### config.mk
export PLATFORM = sky130hd
export DESIGN_NAME = unescape_string_decoder_flat
export DESIGN_NICKNAME = d
export VERILOG_FILES = /design/src/design/usd_pkg.sv /design/src/design/usd_if.sv /design/src/design/usd_front.sv /design/src/design/usd_queue.sv /design/src/design/usd_back.sv /design/src/design/unescape_string_decoder.sv /design/src/flat_wrapper.sv
export VERILOG_INCLUDE_DIRS = /design/src /design/src/design
export SDC_FILE = /design/constraint.sdc
export NUM_CORES = 1
export LEC_CHECK = 0
export BUFFER_PORTS_ARGS = -buffer_cell sky130_fd_sc_hd__buf_2
export CORE_MARGIN = 8
export CORE_UTILIZATION = 35
export CTS_BUF_LIST = sky130_fd_sc_hd__clkbuf_8
export DETAILED_ROUTE_END_ITERATION = 6
export PLACE_DENSITY_LB_ADDON = 0.2
export SKIP_CTS_REPAIR_TIMING = 1
export SYNTH_ARGS = -nofsm -noshare
export SYNTH_HDL_FRONTEND = slang
export SYNTH_SLANG_ARGS = --single-unit
export TNS_END_PERCENT = 10
### constraint.sdc
create_clock -name clk -period 3.23 [get_ports clk]
set_input_delay 0.646 -clock clk [delete_from_list [all_inputs] [get_ports clk]]
set_output_delay 0.646 -clock clk [all_outputs]
set_load 0.02 [all_outputs]
### src/design/unescape_string_decoder_assert.svh
// ---------------------------------------------------------------------------
// unescape_string_decoder_assert.svh
// Assertion macros for the escape decoder top level.
// ---------------------------------------------------------------------------
`ifndef UNESCAPE_STRING_DECODER_ASSERT_SVH
`define UNESCAPE_STRING_DECODER_ASSERT_SVH

// Same-cycle implication, disabled while reset is held.
`define USD_ASSERT_IMPLIES(label, ck, rn, ante, cons, msg) \
    label: assert property (@(posedge ck) disable iff (!(rn)) (ante) |-> (cons)) \
        else $error(msg);

// Next-cycle implication, disabled while reset is held.
`define USD_ASSERT_NEXT(label, ck, rn, ante, cons, msg) \
    label: assert property (@(posedge ck) disable iff (!(rn)) (ante) |=> (cons)) \
        else $error(msg);

`endif

### src/design/usd_pkg.sv
// ---------------------------------------------------------------------------
// usd_pkg
// Shared types for the escaped string decoder.
// ---------------------------------------------------------------------------
package usd_pkg;

    typedef enum logic [1:0] {
        ERR_NONE    = 2'd0,
        ERR_ILLEGAL = 2'd1,
        ERR_TRAIL   = 2'd2,
        ERR_OCTAL   = 2'd3
    } err_t;

    // Work for one input beat: up to two decoded bytes, then an optional status.
    typedef struct packed {
        logic       b0_valid;
        logic [7:0] b0;
        logic       b1_valid;
        logic [7:0] b1;
        logic       st_valid;
        err_t       st_err;
    } usd_job_t;

    typedef struct packed {
        logic full;
        logic empty;
    } usd_q_status_t;

endpackage

### src/design/usd_if.sv
// ---------------------------------------------------------------------------
// usd_in_if / usd_out_if
// Valid/ready channels for raw bytes in and decoded results out.
// ---------------------------------------------------------------------------
interface usd_in_if;
    logic       valid;
    logic       ready;
    logic [7:0] in_byte;
    logic       last_in_string;

    modport source (output valid, output in_byte, output last_in_string, input ready);
    modport sink   (input valid, input in_byte, input last_in_string, output ready);
endinterface

interface usd_out_if;
    logic       valid;
    logic       ready;
    logic [7:0] out_byte;
    logic       has_byte;
    logic       string_done;
    logic [1:0] error_code;
    logic       last_of_run;

    modport source (output valid, output out_byte, output has_byte, output string_done,
                    output error_code, output last_of_run, input ready);
    modport sink   (input valid, input out_byte, input has_byte, input string_done,
                    input error_code, input last_of_run, output ready);
endinterface

### src/design/usd_front.sv
// ---------------------------------------------------------------------------
// usd_front
// Accept raw bytes, track escape state and build one job per beat.
// ---------------------------------------------------------------------------
module usd_front
(
    input  logic                   clk,
    input  logic                   rst_n,
    usd_in_if.sink                 raw,
    input  usd_pkg::usd_q_status_t q_stat,
    output logic                   push,
    output usd_pkg::usd_job_t      push_job
);

    localparam logic [7:0] BACKSLASH = 8'd92;
    localparam logic [7:0] APOS      = 8'd39;
    localparam logic [7:0] QUOTE     = 8'd34;
    localparam logic [7:0] CH_B      = 8'd98;
    localparam logic [7:0] CH_F      = 8'd102;
    localparam logic [7:0] CH_N      = 8'd110;
    localparam logic [7:0] CH_R      = 8'd114;
    localparam logic [7:0] CH_T      = 8'd116;
    localparam logic [7:0] PRINT_LO  = 8'd32;
    localparam logic [7:0] PRINT_HI  = 8'd126;
    localparam logic [1:0] OCT_DIGITS = 2'd3;

    typedef enum logic [1:0] {
        MODE_PLAIN = 2'd0,
        MODE_ESC   = 2'd1,
        MODE_OCT   = 2'd2
    } mode_t;

    mode_t        mode_reg, mode_next;
    logic [7:0]   acc_reg, acc_next;
    logic [1:0]   digits_reg, digits_next;
    usd_pkg::err_t err_reg, err_next;

    usd_pkg::usd_job_t job;
    logic        accept;
    logic        is_oct;
    logic        is_print;
    logic        do_plain;
    logic [10:0] oct_val;
    logic [1:0]  digits_inc;

    // Append a decoded byte to the first free byte slot.
    function automatic usd_pkg::usd_job_t put_byte(usd_pkg::usd_job_t j, logic [7:0] v);
        usd_pkg::usd_job_t r;
        r = j;
        if (!r.b0_valid)
        begin
            r.b0_valid = 1'b1;
            r.b0       = v;
        end
        else
        begin
            r.b1_valid = 1'b1;
            r.b1       = v;
        end
        return r;
    endfunction

    assign raw.ready  = !q_stat.full;
    assign accept     = raw.valid && raw.ready;
    assign is_oct     = (raw.in_byte[7:3] == 5'b00110);
    assign is_print   = (raw.in_byte >= PRINT_LO) && (raw.in_byte <= PRINT_HI);
    assign oct_val    = {acc_reg, raw.in_byte[2:0]};
    assign digits_inc = digits_reg + 2'd1;

    always_comb
    begin
        job         = '0;
        mode_next   = mode_reg;
        acc_next    = acc_reg;
        digits_next = digits_reg;
        err_next    = err_reg;
        do_plain    = 1'b0;

        if (err_reg == usd_pkg::ERR_NONE)
        begin
            unique case (mode_reg)
                MODE_ESC:
                begin
                    mode_next = MODE_PLAIN;
                    case (raw.in_byte) inside
                        BACKSLASH, APOS, QUOTE: job = put_byte(job, raw.in_byte);
                        CH_B:    job = put_byte(job, 8'd8);
                        CH_F:    job = put_byte(job, 8'd12);
                        CH_N:    job = put_byte(job, 8'd10);
                        CH_R:    job = put_byte(job, 8'd13);
                        CH_T:    job = put_byte(job, 8'd9);
                        default:
                        begin
                            if (is_oct)
                            begin
                                acc_next    = {5'd0, raw.in_byte[2:0]};
                                digits_next = 2'd1;
                                mode_next   = MODE_OCT;
                            end
                            else if (is_print)
                                job = put_byte(job, raw.in_byte);
                            else
                                err_next = usd_pkg::ERR_ILLEGAL;
                        end
                    endcase
                end
                MODE_OCT:
                begin
                    if (is_oct)
                    begin
                        if (digits_inc == OCT_DIGITS)
                        begin
                            mode_next   = MODE_PLAIN;
                            digits_next = 2'd0;
                            acc_next    = 8'd0;
                            if (oct_val[10:8] != 3'd0)
                                err_next = usd_pkg::ERR_OCTAL;
                            else
                                job = put_byte(job, oct_val[7:0]);
                        end
                        else
                        begin
                            acc_next    = oct_val[7:0];
                            digits_next = digits_inc;
                        end
                    end
                    else
                    begin
                        // run ended early: flush the octal byte, then decode this one
                        job         = put_byte(job, acc_reg);
                        mode_next   = MODE_PLAIN;
                        acc_next    = 8'd0;
                        digits_next = 2'd0;
                        do_plain    = 1'b1;
                    end
                end
                default:
                begin
                    mode_next = MODE_PLAIN;
                    do_plain  = 1'b1;
                end
            endcase

            if (do_plain)
            begin
                if (raw.in_byte == BACKSLASH)
                begin
                    if (raw.last_in_string)
                        err_next = usd_pkg::ERR_TRAIL;
                    else
                        mode_next = MODE_ESC;
                end
                else if (is_print)
                    job = put_byte(job, raw.in_byte);
                else
                    err_next = usd_pkg::ERR_ILLEGAL;
            end

            // string closes inside an unfinished octal run
            if (raw.last_in_string && (err_next == usd_pkg::ERR_NONE) && (mode_next == MODE_OCT))
                job = put_byte(job, acc_next);
        end

        if (raw.last_in_string)
        begin
            job.st_valid = 1'b1;
            job.st_err   = err_next;
            mode_next    = MODE_PLAIN;
            acc_next     = 8'd0;
            digits_next  = 2'd0;
            err_next     = usd_pkg::ERR_NONE;
        end
    end

    assign push     = accept && (job.b0_valid || job.st_valid);
    assign push_job = job;

    always_ff @(posedge clk or negedge rst_n)
    begin
        if (!rst_n)
        begin
            mode_reg   <= MODE_PLAIN;
            acc_reg    <= 8'd0;
            digits_reg <= 2'd0;
            err_reg    <= usd_pkg::ERR_NONE;
        end
        else if (accept)
        begin
            mode_reg   <= mode_next;
            acc_reg    <= acc_next;
            digits_reg <= digits_next;
            err_reg    <= err_next;
        end
    end

endmodule

### src/design/usd_queue.sv
// ---------------------------------------------------------------------------
// usd_queue
// Short job queue between front and back.
// ---------------------------------------------------------------------------
module usd_queue
#(
    parameter int DEPTH = 4
)
(
    input  logic                   clk,
    input  logic                   rst_n,
    input  logic                   push,
    input  usd_pkg::usd_job_t      push_job,
    input  logic                   pop,
    output usd_pkg::usd_job_t      head_job,
    output usd_pkg::usd_q_status_t stat
);

    localparam int PTR_W = $clog2(DEPTH);
    localparam int CNT_W = $clog2(DEPTH + 1);

    usd_pkg::usd_job_t store_reg [DEPTH];
    logic [PTR_W-1:0]  wr_ptr_reg, wr_ptr_next;
    logic [PTR_W-1:0]  rd_ptr_reg, rd_ptr_next;
    logic [CNT_W-1:0]  count_reg, count_next;

    assign stat.full  = (count_reg == CNT_W'(DEPTH));
    assign stat.empty = (count_reg == '0);
    assign head_job   = store_reg[rd_ptr_reg];

    always_comb
    begin
        wr_ptr_next = wr_ptr_reg;
        rd_ptr_next = rd_ptr_reg;
        if (push)
            wr_ptr_next = (wr_ptr_reg == PTR_W'(DEPTH - 1)) ? '0 : wr_ptr_reg + 1'b1;
        if (pop)
            rd_ptr_next = (rd_ptr_reg == PTR_W'(DEPTH - 1)) ? '0 : rd_ptr_reg + 1'b1;
        count_next = count_reg + CNT_W'(push) - CNT_W'(pop);
    end

    always_ff @(posedge clk or negedge rst_n)
    begin
        if (!rst_n)
        begin
            wr_ptr_reg <= '0;
            rd_ptr_reg <= '0;
            count_reg  <= '0;
        end
        else
        begin
            wr_ptr_reg <= wr_ptr_next;
            rd_ptr_reg <= rd_ptr_next;
            count_reg  <= count_next;
        end
    end

    always_ff @(posedge clk)
    begin
        if (push)
            store_reg[wr_ptr_reg] <= push_job;
    end

endmodule

### src/design/usd_back.sv
// ---------------------------------------------------------------------------
// usd_back
// Unpack queued jobs into result beats, one per cycle while the output is not stalled, into an output register.
// ---------------------------------------------------------------------------
module usd_back
(
    input  logic                   clk,
    input  logic                   rst_n,
    input  usd_pkg::usd_job_t      head_job,
    input  usd_pkg::usd_q_status_t q_stat,
    output logic                   pop,
    usd_out_if.source              decoded
);

    logic [2:0] done_reg, done_next;
    logic [2:0] pending;
    logic [2:0] pick;
    logic       final_pick;
    logic       load;

    logic       valid_reg, valid_next;
    logic [7:0] byte_reg, byte_next;
    logic       has_reg, has_next;
    logic       sdone_reg, sdone_next;
    logic [1:0] err_reg, err_next;
    logic       lor_reg, lor_next;

    assign load    = !valid_reg || decoded.ready;
    assign pending = q_stat.empty ? 3'b000
                   : ({head_job.st_valid, head_job.b1_valid, head_job.b0_valid} & ~done_reg);

    always_comb
    begin
        if (pending[0])
            pick = 3'b001;
        else if (pending[1])
            pick = 3'b010;
        else if (pending[2])
            pick = 3'b100;
        else
            pick = 3'b000;
        final_pick = ((pending & ~pick) == 3'b000);

        valid_next = valid_reg;
        byte_next  = byte_reg;
        has_next   = has_reg;
        sdone_next = sdone_reg;
        err_next   = err_reg;
        lor_next   = lor_reg;
        done_next  = done_reg;
        pop        = 1'b0;

        if (load)
        begin
            valid_next = (pending != 3'b000);
            byte_next  = 8'd0;
            has_next   = 1'b0;
            sdone_next = 1'b0;
            err_next   = usd_pkg::ERR_NONE;
            lor_next   = final_pick;
            if (pick[0])
            begin
                byte_next = head_job.b0;
                has_next  = 1'b1;
            end
            else if (pick[1])
            begin
                byte_next = head_job.b1;
                has_next  = 1'b1;
            end
            else if (pick[2])
            begin
                sdone_next = 1'b1;
                err_next   = head_job.st_err;
            end

            if (pending != 3'b000)
            begin
                // retire the job on its final result, else mark the slot as sent
                if (final_pick)
                begin
                    pop       = 1'b1;
                    done_next = 3'b000;
                end
                else
                    done_next = done_reg | pick;
            end
        end
    end

    always_ff @(posedge clk or negedge rst_n)
    begin
        if (!rst_n)
        begin
            valid_reg <= 1'b0;
            done_reg  <= 3'b000;
        end
        else
        begin
            valid_reg <= valid_next;
            done_reg  <= done_next;
        end
    end

    always_ff @(posedge clk)
    begin
        byte_reg  <= byte_next;
        has_reg   <= has_next;
        sdone_reg <= sdone_next;
        err_reg   <= err_next;
        lor_reg   <= lor_next;
    end

    assign decoded.valid       = valid_reg;
    assign decoded.out_byte    = byte_reg;
    assign decoded.has_byte    = has_reg;
    assign decoded.string_done = sdone_reg;
    assign decoded.error_code  = err_reg;
    assign decoded.last_of_run = lor_reg;

endmodule

### src/design/unescape_string_decoder.sv
// The first result of a byte passes through the job queue and then the output register before
// it is offered. Input beats are taken one per cycle while the queue is not full; results leave
// at one beat per cycle from the output register while the sink takes them, and a byte gives
// 0 to 3 results. The job queue (QUEUE_DEPTH entries) absorbs those bursts; input stalls only when it is full.
// Reset (rst_n, asynchronous, active low) returns the decoder to plain mode with no error
// and empties the queue and output register at once; no clearing pass is needed.
// ---------------------------------------------------------------------------
// unescape_string_decoder
// Streaming decoder for C-style escaped strings, with a status beat per string.
// ---------------------------------------------------------------------------
`include "unescape_string_decoder_assert.svh"

module unescape_string_decoder
#(
    // job queue depth, at least 2
    parameter int QUEUE_DEPTH = 4
)
(
    input  logic      clk,
    input  logic      rst_n,
    usd_in_if.sink    raw,
    usd_out_if.source decoded
);

    // Front: accepts raw beats, keeps escape mode, octal accumulator and the
    // sticky error, and turns every beat into a job of up to three results.
    // Back: drains jobs one result per cycle into the output register while that register
    // is empty or being taken, so each side stalls on its own with only the queue between them.
    usd_pkg::usd_job_t      push_job;
    usd_pkg::usd_job_t      head_job;
    usd_pkg::usd_q_status_t q_stat;
    logic                   q_push;
    logic                   q_pop;

    usd_front u_front
    (
        .clk      (clk),
        .rst_n    (rst_n),
        .raw      (raw),
        .q_stat   (q_stat),
        .push     (q_push),
        .push_job (push_job)
    );

    // Beats that yield no result never enter the queue.
    usd_queue #(.DEPTH(QUEUE_DEPTH)) u_queue
    (
        .clk      (clk),
        .rst_n    (rst_n),
        .push     (q_push),
        .push_job (push_job),
        .pop      (q_pop),
        .head_job (head_job),
        .stat     (q_stat)
    );

    // The back end pops a job as it loads that job's final result.
    usd_back u_back
    (
        .clk      (clk),
        .rst_n    (rst_n),
        .head_job (head_job),
        .q_stat   (q_stat),
        .pop      (q_pop),
        .decoded  (decoded)
    );

    // A status beat always closes the run of results for its input.
    `USD_ASSERT_IMPLIES(a_status_is_last, clk, rst_n, decoded.valid && decoded.string_done, decoded.last_of_run && !decoded.has_byte, "status beat not final or carries a byte")
    // Byte beats never carry an error code.
    `USD_ASSERT_IMPLIES(a_byte_no_error, clk, rst_n, decoded.valid && decoded.has_byte, decoded.error_code == usd_pkg::ERR_NONE, "byte beat with error code")
    // A full queue must hold off the input side.
    `USD_ASSERT_IMPLIES(a_full_stalls, clk, rst_n, q_stat.full, !raw.ready, "input accepted into full queue")
    // A pushed job is visible to the back end in the next cycle.
    `USD_ASSERT_NEXT(a_push_seen, clk, rst_n, q_push, !q_stat.empty, "pushed job lost")

endmodule

### src/flat_wrapper.sv
// flat-port wrapper written by rule: the top's interface ports become plain ports
module unescape_string_decoder_flat 
#(
                                  
    parameter int QUEUE_DEPTH = 4
)
  (clk, rst_n, raw_valid, raw_in_byte, raw_last_in_string, raw_ready, decoded_valid, decoded_out_byte, decoded_has_byte, decoded_string_done, decoded_error_code, decoded_last_of_run, decoded_ready);
  usd_in_if raw_i ();
  usd_out_if decoded_i ();
  input  logic clk;
  input  logic rst_n;
  input wire logic [$bits(raw_i.valid)-1:0] raw_valid;
  input wire logic [$bits(raw_i.in_byte)-1:0] raw_in_byte;
  input wire logic [$bits(raw_i.last_in_string)-1:0] raw_last_in_string;
  output wire logic [$bits(raw_i.ready)-1:0] raw_ready;
  output wire logic [$bits(decoded_i.valid)-1:0] decoded_valid;
  output wire logic [$bits(decoded_i.out_byte)-1:0] decoded_out_byte;
  output wire logic [$bits(decoded_i.has_byte)-1:0] decoded_has_byte;
  output wire logic [$bits(decoded_i.string_done)-1:0] decoded_string_done;
  output wire logic [$bits(decoded_i.error_code)-1:0] decoded_error_code;
  output wire logic [$bits(decoded_i.last_of_run)-1:0] decoded_last_of_run;
  input wire logic [$bits(decoded_i.ready)-1:0] decoded_ready;
  assign raw_i.valid = raw_valid;
  assign raw_i.in_byte = raw_in_byte;
  assign raw_i.last_in_string = raw_last_in_string;
  assign raw_ready = raw_i.ready;
  assign decoded_valid = decoded_i.valid;
  assign decoded_out_byte = decoded_i.out_byte;
  assign decoded_has_byte = decoded_i.has_byte;
  assign decoded_string_done = decoded_i.string_done;
  assign decoded_error_code = decoded_i.error_code;
  assign decoded_last_of_run = decoded_i.last_of_run;
  assign decoded_i.ready = decoded_ready;
  unescape_string_decoder #(.QUEUE_DEPTH(QUEUE_DEPTH)) u_core (.clk(clk), .rst_n(rst_n), .raw(raw_i), .decoded(decoded_i));
endmodule
Yosys cells after proc, flatten, opt, wreduce, memory -nomap -nowiden
Memory sizes are Yosys's and may differ from the RTL's.
Cells that the tools add are included.
{"block": "word_totals", "ram_bits": 84, "n_memories": 1, "in_bits": 13, "output_inout_bits": 15, "register_bits": 38}
{"block": "op_classes", "muxes": 102, "n_bitwise": 6, "n_reduce_logical": 23, "addsub": 5, "eq_ne": 23, "magnitude_cmp": 2}
{"name": "u_core.u_queue.store_reg", "depth": 4, "word_bits": 21, "read_ports": 1, "rd_ports_with_merged_regs": 0, "wr": 1, "line_no": "usd_queue.sv:22", "rtl": "usd_pkg::usd_job_t store_reg [DEPTH];"}
{"cell": "$mux W21", "n": 18}
{"cell": "$mux W8", "n": 15}
{"cell": "$mux W2", "n": 46}
{"cell": "$eq A8 B7 Y1 const B", "n": 6}
{"cell": "$pmux W21 S2", "n": 1}
{"cell": "$ne A3 B3 Y1 const B", "n": 7}
{"cell": "$mux W3", "n": 6}
{"cell": "$mux W9", "n": 2}
{"cell": "$eq A8 B6 Y1 const B", "n": 2}
{"cell": "$pmux W8 S2", "n": 1}
{"cell": "$pmux W2 S2", "n": 3}
{"cell": "$eq A2 B2 Y1 const B", "n": 5}
{"cell": "$reduce_and A10 Y1", "n": 1}
{"cell": "$mux W1", "n": 9}
{"cell": "$reduce_bool A3 Y1", "n": 3}
{"cell": "$ge A8 B6 Y1 const B", "n": 1}
{"cell": "$le A8 B7 Y1 const B", "n": 1}
{"cell": "$add A2 B1 Y2 const B", "n": 3}
{"cell": "$and A3 B3 Y3", "n": 2}
{"cell": "$logic_not A3 Y1", "n": 2}
{"cell": "$not A3 Y3", "n": 2}
{"cell": "$reduce_or A3 Y1", "n": 2}
{"cell": "$eq A5 B3 Y1 const B", "n": 1}
{"cell": "$logic_and A1 B1 Y1", "n": 5}
{"cell": "other kinds (13)", "n": 17}

Longest topological paths before layout
Gate-level depths: netlist (run 1).
{"block": "logic_depth", "depth_word": 25, "ltp_mapped": 17}

Hierarchy
A second synthesis (run 1) with hierarchy kept.
{"block": "unflattened", "hier_cells": 433, "area_unflattened_um2": 6077.1}
{"mod": "usd_queue", "seq_area_each_um2": 2697.6, "cells_each": 146, "area_per_inst_um2": 3477.1, "n_inst": 1}
{"mod": "usd_front", "seq_area_each_um2": 350.3, "cells_each": 226, "area_per_inst_um2": 1730.4, "n_inst": 1}
{"mod": "usd_back", "seq_area_each_um2": 490.5, "cells_each": 61, "area_per_inst_um2": 869.6, "n_inst": 1}

Worst setup path before layout (run 1)
Ideal clock, no wire load.
{"block": "synth_timing", "path_kind": "input-to-reg", "from": "in raw_in_byte[4]", "to": "reg u_core.u_queue.count_reg[2]", "n_path_buf": 3, "slack_ps": -219, "setup_time_ps": 124, "stages": 16, "required_time_ps": 3106, "t_arrival_ps": 3326, "path_cell_list": "clkbuf_1 > nand2b_1 > clkbuf_1 > or2_4 > nand3_1 > and3_1 > buf_2 > a21oi_1 > inv_1 > ha_1 > inv_1 > ha_1 > inv_1 > fa_1 > xnor2_1 > xnor2_1"}
{"block": "synth_between", "elab_chain_cells": 24}
{"element": "start, declared", "line_no": "flat_wrapper.sv:13", "rtl": "input wire logic [$bits(raw_i.in_byte)-1:0] raw_in_byte;"}
{"element": "$ge A8 B6 Y1 / $le A8 B7 Y1 (equally long branches)", "line_no": "usd_front.sv:66", "rtl": "assign is_print = (raw.in_byte >= PRINT_LO) && (raw.in_byte <= PRINT_HI);"}
{"element": "$logic_and A1 B1 Y1", "line_no": "usd_front.sv:66"}
{"element": "$mux W2", "line_no": "usd_front.sv:100", "rtl": "else if (is_print)"}
{"element": "$mux W2", "line_no": "usd_front.sv:94", "rtl": "if (is_oct)"}
{"element": "$mux W2 (6 in series)", "line_no": "usd_front.sv:85", "rtl": "case (raw.in_byte) inside"}
{"element": "$pmux W2 S2", "line_no": "usd_front.sv:81", "rtl": "unique case (mode_reg)"}
{"element": "$mux W2, on equally long branches", "line_no": "usd_front.sv:153, usd_front.sv:148"}
{"element": "$mux W2", "line_no": "usd_front.sv:146", "rtl": "if (raw.in_byte == BACKSLASH)"}
{"element": "[... 3 more ...]"}
{"element": "$logic_and A1 B1 Y1 (2 in series)", "line_no": "usd_front.sv:160", "rtl": "if (raw.last_in_string && (err_next == usd_pkg::ERR_NONE) && (mode_next == MODE_OCT))"}
{"element": "$mux W21 *", "line_no": "usd_front.sv:160"}
{"element": "$mux W21 *", "line_no": "usd_front.sv:79", "rtl": "if (err_reg == usd_pkg::ERR_NONE)"}
{"element": "$logic_or A1 B1 Y1 *", "line_no": "usd_front.sv:175", "rtl": "assign push = accept && (job.b0_valid || job.st_valid);"}
{"element": "$logic_and A1 B1 Y1 *", "line_no": "usd_front.sv:175"}
{"element": "$add A3 B1 Y3 *", "line_no": "usd_queue.sv:39", "rtl": "count_next = count_reg + CNT_W'(push) - CNT_W'(pop);"}
{"element": "$sub A3 B1 Y3 *", "line_no": "usd_queue.sv:39"}
{"element": "via u_core.u_queue.count_next[2]", "line_no": "usd_queue.sv:25", "rtl": "logic [CNT_W-1:0] count_reg, count_next;"}
{"element": "end signal, assigned", "line_no": "usd_queue.sv:54", "rtl": "count_reg <= count_next;"}
{"element": "end, declared", "line_no": "usd_queue.sv:25"}
Mark *: on every way through the listed nets, which the timed path passes. The rest lies on a longest branch. The select of a mux whose other input is x is not followed.
A chain may end at the register's enable or synchronous reset.

Worst setup path in the final report (run 1)
{"block": "layout_timing", "from": "reg u_core.u_queue.rd_ptr_reg[0]", "to": "reg u_core.u_queue.count_reg[2]"}
{"block": "layout_between", "elab_chain_cells": 13}
{"element": "start, declared", "line_no": "usd_queue.sv:24", "rtl": "logic [PTR_W-1:0] rd_ptr_reg, rd_ptr_next;"}
{"element": "start signal, assigned", "line_no": "usd_queue.sv:53", "rtl": "rd_ptr_reg <= rd_ptr_next;"}
{"element": "$mem_v2 Z4 W21 *"}
{"element": "$and A3 B3 Y3 *", "line_no": "usd_back.sv:30", "rtl": ": ({head_job.st_valid, head_job.b1_valid, head_job.b0_valid} & ~done_reg);"}
{"element": "$mux W3 *", "line_no": "usd_back.sv:29", "rtl": "assign pending = q_stat.empty ? 3'b000"}
{"element": "$mux W3", "line_no": "usd_back.sv:38", "rtl": "else if (pending[2])"}
{"element": "$mux W3", "line_no": "usd_back.sv:36", "rtl": "else if (pending[1])"}
{"element": "$mux W3", "line_no": "usd_back.sv:34", "rtl": "if (pending[0])"}
{"element": "$not A3 Y3", "line_no": "usd_back.sv:42", "rtl": "final_pick = ((pending & ~pick) == 3'b000);"}
{"element": "$and A3 B3 Y3", "line_no": "usd_back.sv:42"}
{"element": "$logic_not A3 Y1", "line_no": "usd_back.sv:42"}
{"element": "$mux W1", "line_no": "usd_back.sv:80", "rtl": "if (final_pick)"}
{"element": "$mux W1 *", "line_no": "usd_back.sv:77", "rtl": "if (pending != 3'b000)"}
{"element": "$mux W1 *", "line_no": "usd_back.sv:53", "rtl": "if (load)"}
{"element": "via u_core.q_pop", "line_no": "unescape_string_decoder.sv:33", "rtl": "logic q_pop;"}
{"element": "$sub A3 B1 Y3 *", "line_no": "usd_queue.sv:39"}
{"element": "via u_core.u_queue.count_next[2]", "line_no": "usd_queue.sv:25"}
Mark *: on every way through the listed nets, which the timed path passes. The rest lies on a longest branch.

==> results.md, run 1 <==
* Synth warn at 0
* Post-Syn Instances at ~450
* H-tree depth reported by CTS at 4
* Min setup slack post-route at about 0.26 ns
* Floorplan row count at 47
* Worst-case clock skew at around 0.011 ns
* Final worst-path cycle share at 0.920
* Leakage power figure at 2.48 nW
* Library cell with the largest summed area after synthesis: sky130_fd_sc_hd__edfxtp_1
* Worst reg2reg path endpoint: u_core.u_queue.count_reg[2]
* Setup repair after global routing missed its margin: false
* Yosys cell types at 66
* Non-Filler Cell Area, Final at roughly 0.0070 sq mm
* Overflow left after global routing at 0
* Min Tclk post-route at just under 3 ns
* Cell chosen for the clock root: sky130_fd_sc_hd__clkbuf_8
* I/O Pins at 28
* All-layer global routing usage at 0.136
* Fraction of synthesis flops using an asynchronous set or reset pin at 0.205
* Average detailed-routed wire length per instance at 18.8 um
* Fraction of synthesized cell area in xor and xnor cells at 0.00736
* Later-pin clock latency in the skew report at approximately 0.43 ns
* Yosys top cell area share at 0.489
* Final hold violation count at 0
* Routability-driven placement congestion ratio at ~0.87
* Wirelength, routed at between 10000 and 15000 um
* Vias per inst at about 5.3
* Utilization after layout at 0.422
* Power density over the cells at approximately 740 mW/mm^2
* Starting density of the core at 0.359
* Class of the most critical hold timing path: in2async
* Synth Area in Compound Gates at 0.114
* Number of buffers on the longest clock path at 2
* Net count, final at between 500 and 600
* Final count of pins violating max slew at 0
* Maximum Capacitance Violations at 0
* TritonCTS clock tree: yes
* Post-synthesis sequential area ratio at 0.594
* Height of the die at approximately 150 um
* Reg-to-Reg Start: u_core.u_queue.rd_ptr_reg[0]
* Average cell area after synthesis at ~13 sq um
* Die span in x at between 100 and 150 um
* Fmax at 337 MHz
* Area Overhead vs Synth at 17.6%
* # clock sinks at ~120
* Critical Path AT at ~3.3 ns
* Outcome: complete, no violations
* Die ar. at 0.0214 sq mm
* FF+latch count, synth at 122
* Total clock buffers created by CTS at 17
* Number of global-route vias before repair at 3964
* Tightest slew margin relative to the limit at 0.403
* Setup TNS at 0 ns
* Post-placement cell area at ~0.0066 sq mm
* Largest register FFs at 84
* Post-Synth Adder-Cell Area at 0.0240
* Worst voltage drop across the vdd grid at approximately 0.33 mV
* Maximum number of pins on one net before global-route repair at 26
* First-pass GRT wire length at around 22000 um
* DR iter-0 viols at between 300 and 400
* Critical path class: reg2reg
* Critical path startpoint category: register
* Kind of end point of the critical path: register
* Simple-gate share of the synthesized area at 0.135
* Post-placement setup slack at -0.0837 ns
* Count of flip-flops with a built-in enable after synthesis at 97
* Mux contribution to synthesized area at 0.0925
* Antenna violations before repair at 0
* Worst setup slack for register-to-register paths at between 0.2 and 0.3 ns
* Proportion of layout cells with a drive suffix above 1 at 0.267
* Total of endpoints with negative setup slack in the final report at 0
* Cells taking the most area after synthesis: sky130_fd_sc_hd__edfxtp_1 (49%), sky130_fd_sc_hd__dfrtp_1 (11%), sky130_fd_sc_hd__mux4_2 (7.9%), sky130_fd_sc_hd__a22o_1 (2.6%), sky130_fd_sc_hd__a21oi_1 (2.4%)
* IO buf count at 27
* Core region area at approximately 0.017 sq mm
* Post-route ant nets at 0
* DRT Pass-1 Iters at 6
* Predominant post-synthesis flop cell: sky130_fd_sc_hd__edfxtp_1
* Cell depth of the worst flop-to-flop path at 12
* Netlist Area Pre-Place at a little under 0.006 sq mm
* Routed vias at roughly 4000
* Slew @ Worst Pin at 0.889 ns
* Synth cell count leaders: sky130_fd_sc_hd__edfxtp_1 (97), sky130_fd_sc_hd__a21oi_1 (29), sky130_fd_sc_hd__nand2_1 (29)
* Worst-path maximum fanout at 4
* CP required at approximately 3.6 ns
* Detailed Place HPWL at ~9900 um
* Antenna fix cells at 0
* Top-count cell post-synth: sky130_fd_sc_hd__edfxtp_1
* Register clock-pin slew on the reported worst setup and hold paths at around 0.07 ns
* Post-detailed-route DRC marker count at 0
* Main combinational cell family by area after synthesis: simple AND/OR/NAND/NOR gates
where the power goes:
part / total [mW] / internal (mW) / switching (mW)
combinational: 1.62 / 0.728 / 0.889
sequential: 2.17 / 2.05 / 0.117
clock: 1.36 / 0.772 / 0.592
per-layer routing:
layer	share of wire	GRT usage	vias to the layer above	routed length [um]
met5	0	0	-	0
met3	0.043	0.0352	19	609
li1	-	-	1861	-
met2	0.48	0.215	115	6750
met1	0.46	0.176	1995	6500
met4	0.013	0.0495	0	187
worst max path at each step:
| stage | from | endpoint | slack (ns) |
|---|---|---|---|
| global route | u_core.u_queue.rd_ptr_reg[0] | u_core.u_queue.count_reg[2] | 0.05 |
| detailed placement | raw_in_byte[7] | u_core.u_queue.count_reg[2] | -0.08 |
| floorplan | raw_in_byte[0] | u_core.u_queue.count_reg[2] | -0.03 |
| global placement | raw_in_byte[7] | u_core.u_queue.count_reg[2] | -0.03 |
| finish | u_core.u_queue.rd_ptr_reg[0] | u_core.u_queue.count_reg[2] | 0.26 |
| CTS | u_core.u_queue.rd_ptr_reg[0] | u_core.u_queue.count_reg[2] | 0.23 |
critical path, cell delays in order, from the launching register on:
cell and delay (ns):
sky130_fd_sc_hd__dfrtp_1 0.47, sky130_fd_sc_hd__mux4_2 0.58, sky130_fd_sc_hd__and3b_1 0.22, sky130_fd_sc_hd__xnor2_1 0.14, sky130_fd_sc_hd__nand2_1 0.08, sky130_fd_sc_hd__a21boi_2 0.25
sky130_fd_sc_hd__ha_1 0.27, sky130_fd_sc_hd__inv_1 0.06, sky130_fd_sc_hd__ha_1 0.13, sky130_fd_sc_hd__inv_1 0.05, sky130_fd_sc_hd__fa_2 0.35, sky130_fd_sc_hd__xnor2_1 0.17
sky130_fd_sc_hd__xnor2_1 0.13
per-stage QoR:
stage,hold slack [ns],instances,total power [mW]
after floorplan,0.350,451,3.36
after global routing,0.251,748,5.47
after detailed placement,0.488,716,3.86
after CTS,0.215,748,5.25
after global placement,0.469,716,3.83
final,0.233,748,5.15
cells in the final DEF (no fill, tap or decap), types with 5 or more instances in the layout:
cell type,instances
sky130_fd_sc_hd__and2_1,13
sky130_fd_sc_hd__buf_2,27
sky130_fd_sc_hd__or3_1,6
sky130_fd_sc_hd__nor3_1,10
sky130_fd_sc_hd__nand3b_1,6
sky130_fd_sc_hd__inv_1,15
sky130_fd_sc_hd__ha_1,9
sky130_fd_sc_hd__nor2b_1,5
sky130_fd_sc_hd__nand4_1,9
sky130_fd_sc_hd__dfrtp_1,25
sky130_fd_sc_hd__buf_4,46
sky130_fd_sc_hd__clkbuf_8,18
sky130_fd_sc_hd__a211oi_1,5
sky130_fd_sc_hd__a22o_1,18
sky130_fd_sc_hd__nand3_1,13
sky130_fd_sc_hd__a21oi_1,28
sky130_fd_sc_hd__nand2_1,29
sky130_fd_sc_hd__nor2_1,18
sky130_fd_sc_hd__edfxtp_1,97
sky130_fd_sc_hd__o21ai_0,15
sky130_fd_sc_hd__mux4_2,21
sky130_fd_sc_hd__nand2b_1,9
logic make-up (layout without fill, tap and decap cells):
family          count (synthesis)  count (layout)
flops                         122             122
simple gates                  138             138
mux                            28              28
compound gates                101             101
xor+xnor                        5               5
fa+ha+maj                      11              11
buf+inv                        42             119
other cells                     1               4
layout make-up:
type | instances | area, sq um
multi-input combinational | 287 | 2250
sequential | 122 | 3540
fill | 1590 | 9590
timing repair buffer | 73 | 480
clock buffer | 18 | 248
inverter | 14 | 52.6
tap | 220 | 275
clock inverter | 14 | 156
(Power assumes the default switching activity.)
==> inputs of run 2 (changes only) <==
--- a/config.mk
+++ b/config.mk
@@ -15,5 +15,6 @@
 export SKIP_CTS_REPAIR_TIMING = 1
 export SYNTH_ARGS = -nofsm -noshare
 export SYNTH_HDL_FRONTEND = slang
+export SYNTH_HIERARCHICAL = 1
 export SYNTH_SLANG_ARGS = --single-unit
 export TNS_END_PERCENT = 10
==> results.md, run 2 <==
* Outcome: complete, no violations
* CP required at 3.58 ns (about the same)
* Critical path startpoint category: register
* Yosys cell types at 80 (+21%)
* I/O Pins at 28 (unchanged)
* Cells taking the most area after synthesis: sky130_fd_sc_hd__edfxtp_1 (48%), sky130_fd_sc_hd__dfrtp_1 (10%), sky130_fd_sc_hd__mux4_2 (6.7%), sky130_fd_sc_hd__a22o_1 (3.0%), sky130_fd_sc_hd__ha_1 (1.9%)
* Tightest slew margin relative to the limit at 0.502 (+0.0990)
* Total of endpoints with negative setup slack in the final report at 0 (unchanged)
* DRT Pass-1 Iters at 5 (-1)
* Worst-path maximum fanout at 7 (+3)
* Critical Path Slowest Stage Cell: sky130_fd_sc_hd__mux4_2
* Proportion of layout cells with a drive suffix above 1 at 0.283 (+0.0164)
* Slew @ Worst Pin at 0.740 ns (-0.148 ns)
* Power density over the cells at 760 mW/mm^2 (+3.2%)
* Maximum number of pins on one net before global-route repair at 26 (unchanged)
* Vias per inst at 5.42 (+1.5%)
* Post-synthesis sequential area ratio at 0.582 (-0.0122)
* Number of buffers on the longest clock path at 2 (unchanged)
* # clock sinks at 122 (unchanged)
* Number of global-route vias before repair at 4026 (+1.6%)
* Kind of end point of the critical path: register
* H-tree depth reported by CTS at 4 (unchanged)
* Final worst-path cycle share at 0.947 (+0.0275)
* Fmax at 327 MHz (-2.9%)
* Post-Syn Instances at 433 (-3.3%)
* Area Overhead vs Synth at 15.2%
* Register clock-pin slew on the reported worst setup and hold paths at 0.08 ns (about the same)
* Average detailed-routed wire length per instance at 18.9 um (+0.57%)
* Fraction of synthesis flops using an asynchronous set or reset pin at 0.205 (unchanged)
* IO buf count at 27 (unchanged)
* Synth warn at 6 (+6)
* Routed vias at 3932 (-1.5%)
* Most frequent standard cell in the layout excluding fill and tap cells: sky130_fd_sc_hd__edfxtp_1
* Worst path most repeated cell: sky130_fd_sc_hd__xnor2_1
* Combinational share of power at 0.336 (+0.022)
* DR iter-0 viols at 298 (-11%)
* Total clock buffers created by CTS at 17 (unchanged)
* Nets in the synthesized netlist at between 400 and 500
* Die span in x at 148 um (+0.93%)
* Final hold violation count at 0 (unchanged)
* FF+latch count, synth at 122 (unchanged)
* Synth cell count leaders: sky130_fd_sc_hd__edfxtp_1 (97), sky130_fd_sc_hd__dfrtp_1 (25), sky130_fd_sc_hd__nand2_1 (25)
* Cell chosen for the clock root: sky130_fd_sc_hd__clkbuf_8
* Total of fill cells in the finished design at 1596 (+0.38%)
* Detailed Place HPWL at 9400 um (-5.1%)
* Cell chain of the critical path: mux4_2 -> nand2b_4 -> xnor2_1 -> a211oi_2 -> buf_4 -> ha_1 -> inv_1 -> ha_1 -> inv_1 -> fa_1 -> xnor2_1 -> xnor2_1
* Final count of pins violating max slew at 0 (unchanged)
* Power, Total at 5.32 mW (+3.2%)
* Antenna fix cells at 0 (unchanged)
* Post-detailed-route DRC marker count at 0 (unchanged)
* Switching power at 1.77 mW (+11%)
* Routability-driven placement congestion ratio at 0.905 (+4.6%)
* Wirelength, routed at 13700 um (-2.4%)
* Class of the most critical hold timing path: in2async
* Largest register FFs at 84 (unchanged)
* Yosys top cell area share at 0.479 (-0.0101)
* First-pass GRT wire length at 22200 um (-0.77%)
* TritonCTS clock tree: yes
* Net count, final at 511 (-5.0%)
* Leakage power figure at 2.50 nW (+0.72%)
* Average cell area after synthesis at 14.0 sq um (+5.6%)
* Min Tclk post-route at 3.06 ns (+0.0889 ns)
* Overflow left after global routing at 0 (unchanged)
* Height of the die at 148 um (+0.93%)
* Most frequent cells in the layout: sky130_fd_sc_hd__edfxtp_1 (97), sky130_fd_sc_hd__buf_4 (33), sky130_fd_sc_hd__buf_2 (27)
* Maximum Capacitance Violations at 0 (unchanged)
* Worst voltage drop across the vdd grid at 0.276 mV (-17%)
* Switching part of the total at 0.334 (+0.0233)
* Post-route ant nets at 0 (unchanged)
* Utilization after layout at 0.409 (-0.0131)
* Hold Worst Slack at 0.238 ns (+0.00486 ns)
* Library cell with the largest summed area after synthesis: sky130_fd_sc_hd__edfxtp_1
* Netlist Area Pre-Place at 0.00608 sq mm (+2.1%)
* Starting density of the core at 0.355 (-0.00387)
* Count of flip-flops with a built-in enable after synthesis at 97 (unchanged)
* Core region area at 0.0171 sq mm (+3.2%)
* Critical path class: reg2reg
* Later-pin clock latency in the skew report at 0.42 ns (about the same)
* Sequential power share at 0.412 (-0.009)
* Floorplan row count at 48 (+2.1%)
* Predominant post-synthesis flop cell: sky130_fd_sc_hd__edfxtp_1
* Top-count cell post-synth: sky130_fd_sc_hd__edfxtp_1
* Worst-case clock skew at 0.0103 ns (-0.000741 ns)
* Relative contribution of the clock network to total power at 0.253 (-0.012)
* Internal power summed over all cells at 3.54 mW (-0.26%)
* CP max stage delay at 0.58 ns (about the same)
* Antenna violations before repair at 0 (unchanged)
* All-layer global routing usage at 0.130 (-0.00542)
* Critical Path AT at 3.41 ns (+0.08 ns)
* Die ar. at 0.0218 sq mm (+1.9%)
run 2: changes by cell type after synthesis, moves of 4 or more:
cell	delta
sky130_fd_sc_hd__a21oi_1	-12
sky130_fd_sc_hd__nand2_1	-4
sky130_fd_sc_hd__inv_1	+6
sky130_fd_sc_hd__nand3b_1	-5
sky130_fd_sc_hd__nor3_1	-7
sky130_fd_sc_hd__buf_2	+4
sky130_fd_sc_hd__a211oi_1	-4
sky130_fd_sc_hd__or3_1	-4
sky130_fd_sc_hd__clkbuf_1	-10
run 2: area by class of cell:
cell class                      count  area (sq um)  share of cell area
Timing Repair Buffer               61           403              0.0576
Multi-Input combinational cell    266          2300               0.329
Clock buffer                       17           234              0.0334
Inverter                           20          75.1              0.0107
Tap cell                          225           282              0.0402
Sequential cell                   122          3540               0.506
Clock inverter                     15           164              0.0234
run 2: path summary, 6_finish.rpt:
kind                                              start                      endpoint  slack, ns  depth (start not counted)
max in group asynchronous                         rst_n  u_core/u_queue/rd_ptr_reg[0]       2.54                          1
setup reg to reg           u_core/u_queue/rd_ptr_reg[0]   u_core/u_queue/count_reg[2]       0.17                         12
hold reg to reg               u_core/u_back/done_reg[2]     u_core/u_back/done_reg[2]       0.54                          1
setup / recovery           u_core/u_queue/rd_ptr_reg[0]   u_core/u_queue/count_reg[2]       0.17                         12
hold / removal                                    rst_n    u_core/u_front/mode_reg[1]       0.24                          1
min in group clk              u_core/u_back/done_reg[2]     u_core/u_back/done_reg[2]       0.54                          1
run 2: per-layer routing:
layer / up-vias / part of all wire / global-route usage
met3: 11 / 0.040 / 0.0290
met4: 0 / 0.0089 / 0.0469
met1: 1992 / 0.47 / 0.171
met5: - / 0 / 0
li1: 1827 / - / -
met2: 102 / 0.49 / 0.208
run 2: per-stage QoR:
step	worst slack, ns	instances	instance area (sq um)	setup TNS, ns
after detailed placement	0.0258	694	6590	0
after global placement	0.106	694	6590	0
after global routing	-0.0202	726	7000	-0.0202
after floorplan	0.0834	433	6080	0
final	0.170	726	7000	0
after CTS	-0.0207	726	6990	-0.0207
run 2: worst max-delay path: cells and delay by family, from the launching register on:
| kind | cells | cell delay (ns) |
|---|---|---|
| and+or+nand+nor | 1 | 0.17 |
| xor gates and xnor gates | 3 | 0.44 |
| buffers and inverters | 3 | 0.29 |
| adders and majority gates | 3 | 0.76 |
| AOI/OAI and AO/OA | 1 | 0.31 |
| muxes | 1 | 0.58 |
| DFF | 1 | 0.44 |
run 2: logic make-up after synthesis:
logic type               share of synthesized area
AO/OA/AOI/OAI                                0.141
XOR/XNOR                                   0.00865
adder cells (fa/ha/maj)                     0.0218
buffers and inverters                       0.0410
flip-flops                                   0.582
multiplexers                                0.0883
other                                     0.000617
AND/OR/NAND/NOR                              0.117
run 2: power by group through the flow:
stage | clock [mW] | combinational [mW] | sequential [mW]
2_1_floorplan | 0 | 1.28 | 2.29
6_report | 1.34 | 1.78 | 2.19
5_1_grt | 1.46 | 1.95 | 2.22
3_5_place_dp | 0 | 1.79 | 2.23
4_1_cts | 1.39 | 1.80 | 2.19
3_3_place_gp | 0 | 1.75 | 2.21
